## config.mk

```make
export PLATFORM = sky130hd
export DESIGN_NAME = json_uint_array_parser
export DESIGN_NICKNAME = d
export VERILOG_FILES = /design/src/hw/rtl/juap_pkg.sv /design/src/hw/rtl/json_uint_array_parser.sv
export SDC_FILE = /design/constraint.sdc
export NUM_CORES = 1
export LEC_CHECK = 0
export BUFFER_PORTS_ARGS = -buffer_cell sky130_fd_sc_hd__buf_4
export CORE_ASPECT_RATIO = 0.7
export CORE_MARGIN = 2
export CORE_UTILIZATION = 27
export CTS_CLUSTER_DIAMETER = 100
export DETAILED_ROUTE_END_ITERATION = 10
export GPL_ROUTABILITY_DRIVEN = 0
export PLACE_DENSITY = 0.46
export SETUP_SLACK_MARGIN = 0.2
export SLEW_MARGIN = 20
export SYNTH_ARGS = -nofsm -noshare
export SYNTH_HDL_FRONTEND = slang
export SYNTH_SLANG_ARGS = --single-unit
```

## constraint.sdc

```tcl
create_clock -name clk -period 4.5 [get_ports clk]
set_input_delay 0.45 -clock clk [delete_from_list [all_inputs] [get_ports clk]]
set_output_delay 0.45 -clock clk [all_outputs]
set_load 0.01 [all_outputs]
```

## src/hw/rtl/juap_pkg.sv

```systemverilog
// ----------------------------------------------------------------------------
// juap_pkg
// shared types and constants of the json unsigned integer array parser
// ----------------------------------------------------------------------------
package juap_pkg;

	// parse phase
	typedef enum logic [3:0] {
		PH_OPEN   = 4'd0,
		PH_FIRST  = 4'd1,
		PH_ELEM   = 4'd2,
		PH_NUM    = 4'd3,
		PH_AFTER  = 4'd4,
		PH_CLOSED = 4'd5,
		PH_EMPTY  = 4'd6
	} phase_t;

	// final status codes
	localparam logic [3:0] ST_OK          = 4'd0;
	localparam logic [3:0] ST_NOT_ARRAY   = 4'd1;
	localparam logic [3:0] ST_EMPTY       = 4'd2;
	localparam logic [3:0] ST_TRAILING    = 4'd3;
	localparam logic [3:0] ST_NON_INT     = 4'd4;
	localparam logic [3:0] ST_LEAD_ZERO   = 4'd5;
	localparam logic [3:0] ST_OVERFLOW    = 4'd6;
	localparam logic [3:0] ST_INCOMPLETE  = 4'd7;
	localparam logic [3:0] ST_TRAIL_COMMA = 4'd8;

	// input beat kind
	localparam logic KIND_CHAR = 1'b0;
	localparam logic KIND_END  = 1'b1;

	// characters
	localparam logic [7:0] CH_LBRACK = 8'h5B;
	localparam logic [7:0] CH_RBRACK = 8'h5D;
	localparam logic [7:0] CH_COMMA  = 8'h2C;
	localparam logic [7:0] CH_ZERO   = 8'h30;
	localparam logic [7:0] CH_NINE   = 8'h39;
	localparam logic [7:0] CH_SPACE  = 8'h20;
	localparam logic [7:0] CH_TAB    = 8'h09;
	localparam logic [7:0] CH_CR     = 8'h0D;
	localparam logic [7:0] CH_LF     = 8'h0A;

	// result queue geometry
	localparam int RES_DEPTH = 4;
	localparam int RES_PTR_W = 2;
	localparam int RES_CNT_W = 3;

	typedef struct packed {
		logic        kind_out;
		logic [31:0] token_value;
		logic [3:0]  status;
		logic        last;
	} result_t;

	function automatic logic is_space(input logic [7:0] c);
		return (c == CH_SPACE) || (c == CH_TAB) || (c == CH_CR) || (c == CH_LF);
	endfunction

	function automatic logic is_digit(input logic [7:0] c);
		return (c >= CH_ZERO) && (c <= CH_NINE);
	endfunction

endpackage

```

## src/hw/rtl/json_uint_array_parser.sv

```systemverilog
// ----------------------------------------------------------------------------
// json_uint_array_parser
// streaming parser for a strict json array of unsigned 32-bit decimals
// ----------------------------------------------------------------------------
// usage
//   slave side: one beat per text character (tuser = 0, tdata[7:0] = byte)
//   or an end-of-text beat (tuser = 1, tdata ignored)
//   master side: token beats (tuser = 0, tdata[31:0] = value) and one final
//   status beat per parse (tuser = 1, tlast = 1, tdata[35:32] = status)
//   a nonzero status tells the receiver to drop that parse's tokens
// pipeline and throughput
//   a beat is held in the input register and is parsed from there into a
//   four-entry result queue, from which its results are taken in order
//   one input beat per cycle sustained while two queue entries are free;
//   an end beat that closes a number yields two results, the token and
//   then the status
// reset
//   arst_n clears the parse state to "expecting opening bracket", empties
//   the input register and the result queue; an end beat also returns the
//   parser to that state for the next text
// stall
//   while the receiver holds tready low the queue fills; the input register
//   is parsed only when two queue entries are free, then tready drops
// ----------------------------------------------------------------------------
module json_uint_array_parser
	import juap_pkg::*;
(
	input  logic        clk,
	input  logic        arst_n,
	input  logic        s_axis_tvalid,
	output logic        s_axis_tready,
	input  logic [7:0]  s_axis_tdata,   // [7:0] ch
	input  logic        s_axis_tuser,   // [0] kind
	output logic        m_axis_tvalid,
	input  logic        m_axis_tready,
	output logic [39:0] m_axis_tdata,   // [31:0] token_value, [35:32] status, rest zero
	output logic        m_axis_tuser,   // [0] kind_out
	output logic        m_axis_tlast    // [0] last
);

	// input register
	logic       vld_s1;
	logic       kind_s1;
	logic [7:0] ch_s1;

	// parse state
	phase_t      phase_q,  phase_d;
	logic [31:0] acc_q,    acc_d;
	logic        zero_q,   zero_d;
	logic [3:0]  err_q,    err_d;

	// result queue
	result_t              res_mem_q [RES_DEPTH];
	logic [RES_PTR_W-1:0] wr_ptr_q;
	logic [RES_PTR_W-1:0] rd_ptr_q;
	logic [RES_CNT_W-1:0] cnt_q;

	logic                 proc;
	logic                 pop;
	logic [1:0]           n_res;
	result_t              res_a;
	result_t              res_b;
	logic [RES_PTR_W-1:0] wr_ptr_nx;

	// digit arithmetic: acc * 10 + d in 36 bits, overflow when the top bits are set
	logic [3:0]  dig;
	logic [35:0] prod;
	logic        ovf;

	assign dig  = ch_s1[3:0];
	assign prod = ({4'b0, acc_q} << 3) + ({4'b0, acc_q} << 1) + {32'b0, dig};
	assign ovf  = |prod[35:32];

	// parse the held beat only when two queue entries are free
	assign proc          = vld_s1 && (cnt_q <= RES_CNT_W'(RES_DEPTH - 2));
	assign s_axis_tready = !vld_s1 || proc;
	assign pop           = m_axis_tvalid && m_axis_tready;

	always_comb begin
		result_t tok;
		result_t sts;
		logic [3:0] st;

		tok             = '0;
		tok.kind_out    = KIND_CHAR;
		tok.token_value = acc_q;
		sts             = '0;
		sts.kind_out    = KIND_END;
		sts.last        = 1'b1;
		st              = ST_OK;

		phase_d = phase_q;
		acc_d   = acc_q;
		zero_d  = zero_q;
		err_d   = err_q;
		n_res   = 2'd0;
		res_a   = tok;
		res_b   = sts;

		if (kind_s1 == KIND_CHAR) begin
			// characters after a latched error are ignored
			if (err_q == ST_OK) begin
				unique case (phase_q)
					PH_OPEN: begin
						if (!is_space(ch_s1)) begin
							if (ch_s1 == CH_LBRACK) phase_d = PH_FIRST;
							else err_d = ST_NOT_ARRAY;
						end
					end
					PH_FIRST: begin
						if (!is_space(ch_s1)) begin
							if (ch_s1 == CH_RBRACK) begin
								phase_d = PH_EMPTY;
							end else if (is_digit(ch_s1)) begin
								acc_d   = {28'b0, dig};
								zero_d  = (ch_s1 == CH_ZERO);
								phase_d = PH_NUM;
							end else begin
								err_d = ST_NON_INT;
							end
						end
					end
					PH_ELEM: begin
						if (!is_space(ch_s1)) begin
							if (is_digit(ch_s1)) begin
								acc_d   = {28'b0, dig};
								zero_d  = (ch_s1 == CH_ZERO);
								phase_d = PH_NUM;
							end else if (ch_s1 == CH_RBRACK) begin
								err_d = ST_TRAIL_COMMA;
							end else begin
								err_d = ST_NON_INT;
							end
						end
					end
					PH_NUM: begin
						if (is_digit(ch_s1)) begin
							if (zero_q)   err_d = ST_LEAD_ZERO;
							else if (ovf) err_d = ST_OVERFLOW;
							else          acc_d = prod[31:0];
						end else begin
							// the terminating character emits the token
							n_res   = 2'd1;
							phase_d = PH_AFTER;
							if (!is_space(ch_s1)) begin
								if (ch_s1 == CH_RBRACK)     phase_d = PH_CLOSED;
								else if (ch_s1 == CH_COMMA) phase_d = PH_ELEM;
								else                        err_d   = ST_NOT_ARRAY;
							end
						end
					end
					PH_AFTER: begin
						if (!is_space(ch_s1)) begin
							if (ch_s1 == CH_RBRACK)     phase_d = PH_CLOSED;
							else if (ch_s1 == CH_COMMA) phase_d = PH_ELEM;
							else                        err_d   = ST_NOT_ARRAY;
						end
					end
					PH_CLOSED, PH_EMPTY: begin
						if (!is_space(ch_s1)) err_d = ST_TRAILING;
					end
					default: err_d = ST_NOT_ARRAY;
				endcase
			end
		end else begin
			// end of text: final status, then back to the reset state
			if (err_q != ST_OK) begin
				st = err_q;
			end else begin
				unique case (phase_q)
					PH_OPEN:   st = ST_NOT_ARRAY;
					PH_FIRST:  st = ST_NON_INT;
					PH_ELEM:   st = ST_TRAIL_COMMA;
					PH_NUM:    st = ST_INCOMPLETE;
					PH_AFTER:  st = ST_INCOMPLETE;
					PH_CLOSED: st = ST_OK;
					PH_EMPTY:  st = ST_EMPTY;
					default:   st = ST_NOT_ARRAY;
				endcase
			end
			sts.status = st;
			if (err_q == ST_OK && phase_q == PH_NUM) begin
				// open number: token first, then status
				n_res = 2'd2;
				res_a = tok;
				res_b = sts;
			end else begin
				n_res = 2'd1;
				res_a = sts;
			end
			phase_d = PH_OPEN;
			acc_d   = '0;
			zero_d  = 1'b0;
			err_d   = ST_OK;
		end
	end

	assign wr_ptr_nx = wr_ptr_q + RES_PTR_W'(1);

	// input register and parse state
	always_ff @(posedge clk or negedge arst_n) begin
		if (!arst_n) begin
			vld_s1  <= 1'b0;
			phase_q <= PH_OPEN;
			acc_q   <= '0;
			zero_q  <= 1'b0;
			err_q   <= ST_OK;
		end else begin
			if (s_axis_tready) vld_s1 <= s_axis_tvalid;
			if (proc) begin
				phase_q <= phase_d;
				acc_q   <= acc_d;
				zero_q  <= zero_d;
				err_q   <= err_d;
			end
		end
	end

	always_ff @(posedge clk) begin
		if (s_axis_tready && s_axis_tvalid) begin
			kind_s1 <= s_axis_tuser;
			ch_s1   <= s_axis_tdata;
		end
	end

	// result queue control
	always_ff @(posedge clk or negedge arst_n) begin
		if (!arst_n) begin
			wr_ptr_q <= '0;
			rd_ptr_q <= '0;
			cnt_q    <= '0;
		end else begin
			if (proc) wr_ptr_q <= wr_ptr_q + RES_PTR_W'(n_res);
			if (pop)  rd_ptr_q <= rd_ptr_q + RES_PTR_W'(1);
			cnt_q <= cnt_q + (proc ? RES_CNT_W'(n_res) : RES_CNT_W'(0))
			               - (pop ? RES_CNT_W'(1) : RES_CNT_W'(0));
		end
	end

	// result queue storage
	always_ff @(posedge clk) begin
		if (proc && n_res != 2'd0) res_mem_q[wr_ptr_q]  <= res_a;
		if (proc && n_res == 2'd2) res_mem_q[wr_ptr_nx] <= res_b;
	end

	// output beat
	assign m_axis_tvalid = (cnt_q != '0);
	assign m_axis_tdata  = {4'b0, res_mem_q[rd_ptr_q].status, res_mem_q[rd_ptr_q].token_value};
	assign m_axis_tuser  = res_mem_q[rd_ptr_q].kind_out;
	assign m_axis_tlast  = res_mem_q[rd_ptr_q].last;

endmodule
```

# Yosys cells after proc, flatten, opt, wreduce, memory -nomap -nowiden
# Memories as Yosys holds them, arrays and structs flattened.
# Cells that the tools add are included.
[totals]
register_bits = 58
latchBits = 0
mem_bits_rw = 152
rom_bits = 0
out_inout_bits = 44
word_cells = 148
n_memories = 1
[classes]
n_addsub = 7
mul = 0
div = 0
n_lt_le_gt_ge = 3
eq_ne = 31
n_shift = 0
muxes = 68
bitwise_logic = 0
reduce_logical = 28
[mem_list]
columns = ["name", "words", "width", "rd", "rd_clocked_by_memory_dff", "wr", "line_no", "rtl"]
rows = [
  ["res_mem_q", 4, 38, 1, 0, 2, "json_uint_array_parser.sv:53", "result_t res_mem_q [RES_DEPTH];"],
]
[op_table]
columns = ["operator", "n"]
rows = [
  ["$mux 32", 9],
  ["$mux 4", 30],
  ["$mux 38", 3],
  ["$pmux 32 s3", 1],
  ["$ne 3x3->1 const B", 14],
  ["$pmux 4 s5", 2],
  ["$add 35x33->36", 1],
  ["$add 36x4->36", 1],
  ["$eq 8x4->1 const B", 3],
  ["$eq 8x6->1 const B", 3],
  ["$pmux 4 s6", 1],
  ["$eq 8x7->1 const B", 2],
  ["$mux 1", 14],
  ["$eq 4x3->1 const B", 3],
  ["$reduce_and 11->1", 1],
  ["$reduce_and 10->1", 1],
  ["$mux 3", 3],
  ["$reduce_and 9->1", 1],
  ["$eq 4x2->1 const B", 2],
  ["$ge 8x6->1 const B", 1],
  ["$le 8x6->1 const B", 1],
  ["$logic_not 4->1", 2],
  ["$reduce_bool 4->1", 2],
  ["$logic_and 1x1->1", 7],
  ["20 further kinds", 29],
]

# Logic depth before layout (Yosys ltp)
[depth]
word_depth = 10
mapped_depth = 15
mapped_depth_nobuf = 14

# Worst setup path before layout
# Ideal clock, no wire load.
[synth_timing]
kind = "register to register"
startpoint = "register ch_s1[3]"
endpoint = "register acc_q[3]"
arrival_ns = 3.649
required_time_ns = 4.375
slack_ns = 0.726
stages_incl_launch_ff = 15
n_path_buf = 1
cell_sequence = "edfxtp_1 > inv_1 > fa_1 > inv_1 > fa_1 > a211o_1 > a211oi_2 > and4bb_1 > nor3b_2 > o41ai_2 > xor2_1 > nor4b_4 > o21ai_2 > buf_6 > mux2_4"
[synth_via]
elab_chain_cells = 8
word_cells_on_any_way = 29
[synth_rtl]
columns = ["element", "line_no", "rtl"]
rows = [
  ["start: declaration", "json_uint_array_parser.sv:44", "logic [7:0] ch_s1;"],
  ["start signal: assignment", "json_uint_array_parser.sv:222", "ch_s1 <= s_axis_tdata;"],
  ["parallel branches: the longest is 8 deep, another holds $add 36x4->36", "-", ""],
  ["end signal: assignment", "json_uint_array_parser.sv:205", "acc_q <= '0;"],
  ["end signal: assignment", "json_uint_array_parser.sv:212", "acc_q <= acc_d;"],
  ["end: declaration", "json_uint_array_parser.sv:48", "logic [31:0] acc_q, acc_d;"],
]
# Parallel ways; which one is timed is not known. The select of a mux whose other input is x is not followed.
# A chain may end at the register's enable or synchronous reset.

# Worst setup path in the final report
[layout_timing]
startpoint = "register ch_s1[3]"
endpoint = "register acc_q[1]"
[layout_via]
elab_chain_cells = 8
word_cells_on_any_way = 26
[layout_rtl]
columns = ["element"]
rows = [
  ["parallel branches: the longest is 8 deep, another holds $add 36x4->36"],
]
# Parallel ways; which one is timed is not known. The select of a mux whose other input is x is not followed.

==> impl_metrics.tcl <==
set metrics [dict create \
    power.switching_uw 2102 \
    fin_crit_ps 4059 \
    p_per_area_mw_per_mm2 455.2 \
    leakagePower_uw 0.005214 \
    cts-root-buf "clkbuf_16" \
    dp_hpwl_um 23230 \
    clkSinkCount 206 \
    fin_nets 1381 \
    grt_pass1_vias 9311 \
    peakVddDrop_mv 0.1963 \
    combPwrFrac_pct 28.5 \
    r2r_setup_slack_ps 440 \
    grt_overflow 0 \
    dr.first_iter.drc_count 783 \
    synth_seq_area_share_pct 40.35 \
    seqPwrFrac_pct 39.3 \
    die_x_um 250.1 \
    syn2layout_area_growth_pct 15.14 \
    syn_area_per_cell_um2 8.943 \
    required_ps 4910 \
    critPathKind "reg -> reg" \
    die_area_mm2 0.04409 \
    yosysUniqueCellTypes 72 \
    final.period_utilization_pct 90.19 \
    grt_pass1_wl_um 55510 \
    ys_async_sr_fraction_pct 23.79 \
    grt_max_degree 55 \
    num_antenna_cells 0 \
    synth_edf_count 25 \
    ys_ff_latch 206 \
    yosys.area.top_type "dfxtp_1" \
    track_usage_pct 15.73 \
    min_path_type "in -> reg" \
    first_pass_iters 5 \
    worstPathMaxFanout 12 \
    synthesis.area_mm2 0.01145 \
    post_route_cells_drive_above_1_share_pct 13.61 \
    layout_setup_ws_ps 441.4 \
    fmax_ghz 0.2464 \
    relSlewSlack_pct 38.57 \
    setup_viol 0 \
    routed_wirelength_um 34460 \
    pwr-share-clk_pct 32.2 \
    yosys-top-cells-area "dfxtp_1, dfrtp_1, ha_1, mux4_2, edfxtp_1" \
    row_count 63 \
    arrival_ps 4470 \
    wl_per_cell_um 18.46 \
    status "finished, final reports clean" \
    synth_flop_cell "dfxtp_1" \
    coreArea_mm2 0.04209 \
    cts_tree "yes" \
    port_buffers 52 \
    syn_inst 1280 \
    cts_buffers 24 \
    ant_nets 0 \
    cap_violations 0 \
    io_pins 57 \
    yosysTopAreaCellShare_pct 23.08 \
    power_uw 5999 \
    clk_pin_slew_worst_paths_ps 50 \
    hold_violations 0 \
    htreeDepth 1 \
    antenna_found_initial 0 \
    clock_skew_ps 12.73 \
    viasPerCell 5.158 \
    p_int_uw 3897 \
    vias 9630 \
    switching_share_pct 35.04 \
    slew_viol_final 0 \
    start_kind "flop" \
    drcViolationCount 0 \
    max_slew.worst_pin.slew_ps 919.6 \
    finalSetupTns_ps 0 \
    cts_buffer_depth 3 \
    start_util_pct 27.20 \
    endpoint_kind "flop" \
    fillers 4453 \
    clock_latency_ps 530 \
    post-place-ws_ps 365.0 \
    ys_warn_count 0 \
    rsz0062_at_grt "false" \
    die_h_um 176.3 \
]
-- logic make-up (layout without fill, tap and decap cells) --
family | Yosys count | after routing | share of synthesized area, %
muxes | 49 | 49 | 8.438
and+or+nand+nor | 477 | 477 | 19.23
other | 1 | 4 | 0.03276
DFF | 206 | 206 | 40.35
buffers and inverters | 116 | 148 | 4.252
xor gates and xnor gates | 33 | 33 | 2.525
AOI/OAI and AO/OA | 328 | 328 | 17.32
adders and majority gates | 70 | 70 | 7.848
-- worst max-delay path: stages, from the launching register on --
cell and delay [ps]:
edfxtp_1 410, inv_1 110, fa_1 540, inv_1 70, fa_1 470, a211o_1 330
a211oi_2 250, and4bb_1 220, nor3b_2 230, o41ai_2 90, xor2_1 340, nor4b_4 100
o21ai_2 160, buf_4 240, mux2_2 350
-- placed cells by master (no fill, tap or decap), types with 6 or more instances in the layout --
cell type | Yosys | final
a211oi_1 | 13 | 13
a21o_1 | 7 | 7
a21oi_1 | 147 | 147
a22o_1 | 29 | 29
a31oi_1 | 7 | 7
buf_4 | 6 | 75
clkbuf_1 | 69 | 10
clkbuf_16 | 0 | 26
clkbuf_8 | 0 | 6
dfrtp_1 | 49 | 47
dfxtp_1 | 132 | 132
edfxtp_1 | 25 | 25
ha_1 | 67 | 67
inv_1 | 28 | 28
mux2_2 | 6 | 6
mux4_2 | 37 | 37
nand2_1 | 190 | 188
nand2b_1 | 12 | 12
nand3_1 | 145 | 145
nor2_1 | 64 | 60
nor2b_1 | 6 | 6
nor3_1 | 19 | 18
o211ai_1 | 7 | 7
o21ai_0 | 75 | 75
o31ai_1 | 7 | 7
or3_1 | 8 | 8
xnor2_1 | 20 | 19
xor2_1 | 13 | 13
-- layout make-up --
type,instances,area (µm²),share of cell area [%]
inverter,28,105.1,0.7974
sequential,206,4622,35.07
multi-input combinational,961,6394,48.51
clock inverter,1,5.005,0.03797
tap,552,690.7,5.240
clock buffer,42,770.7,5.848
timing repair buffer,77,593.1,4.500
-- synthesized netlist by cell type (3+ instances only) --
| cell type | number |
|---|---|
| a211oi_1 | 13 |
| a21o_1 | 7 |
| a21oi_1 | 147 |
| a22o_1 | 29 |
| a31oi_1 | 7 |
| a32o_1 | 3 |
| and2_1 | 5 |
| and3_1 | 5 |
| buf_1 | 5 |
| buf_2 | 4 |
| buf_4 | 6 |
| buf_6 | 3 |
| clkbuf_1 | 69 |
| dfrtp_1 | 49 |
| dfxtp_1 | 132 |
| edfxtp_1 | 25 |
| fa_1 | 3 |
| ha_1 | 67 |
| inv_1 | 28 |
| mux2_2 | 6 |
| mux2i_1 | 5 |
| mux4_2 | 37 |
| nand2_1 | 190 |
| nand2b_1 | 12 |
| nand3_1 | 145 |
| nand4_1 | 5 |
| nor2_1 | 64 |
| nor2b_1 | 6 |
| nor3_1 | 19 |
| nor4_1 | 4 |
| o211ai_1 | 7 |
| o21a_1 | 5 |
| o21ai_0 | 75 |
| o21bai_1 | 3 |
| o22ai_1 | 3 |
| o31ai_1 | 7 |
| or3_1 | 8 |
| xnor2_1 | 20 |
| xor2_1 | 13 |
-- power by group through the flow --
stage                     clock [µW]  combinational, µW  sequential, µW
final                           1930               1710            2360
after global routing            2060               1890            2400
after CTS                       1990               1720            2360
after detailed placement           0               1710            2390
after global placement             0               1700            2390
after floorplan                    0               1290            2190
-- flip-flops by register name (all words and copies together), names as in the netlist --
name	count
res_mem_q	148
acc_q	32
ch_s1	8
err_q	4
phase_q	4
cnt_q	3
rd_ptr_q	2
wr_ptr_q	2
kind_s1	1
vld_s1	1
zero_q	1
-- path summary, 6_finish.rpt --
kind | startpoint | to | cells past startpoint
worst min-delay path | s_axis_tdata[5] | ch_s1[5] | 1
worst min register to register | res_mem_q[2][0] | res_mem_q[2][0] | 2
min in group asynchronous | arst_n | acc_q[3] | 2
worst max register to register | ch_s1[3] | acc_q[1] | 14
max in group asynchronous | arst_n | rd_ptr_q[0] | 2
worst max-delay path | ch_s1[3] | acc_q[1] | 14
-- per-stage QoR --
step	instances	instance area, µm²	hold slack, ps	utilization, %
after CTS	1866	13160	74.60	31.26
after floorplan	1283	11460	154.4	-
after global placement	1822	12370	432.8	29.39
after detailed placement	1822	12370	436.9	29.39
final	1867	13180	96.69	31.31
after global routing	1867	13180	83.49	31.31
-- repair_timing --
action / in CTS / in global routing
buffers inserted: 0 / 1
endpoints found under the hold margin: 21 / 0
setup endpoints to repair: 0 / 31
hold buffers: 1 / 0
resized for setup: 0 / 3
-- routing by layer --
| layer | part of all wire [%] | global-route usage [%] |
|---|---|---|
| met5 | 0 | 0 |
| met4 | 1.6 | 3.019 |
| met3 | 5.1 | 2.742 |
| met2 | 41 | 22.74 |
| met1 | 53 | 24.30 |
Note: power is estimated with default switching activity, not from simulation.
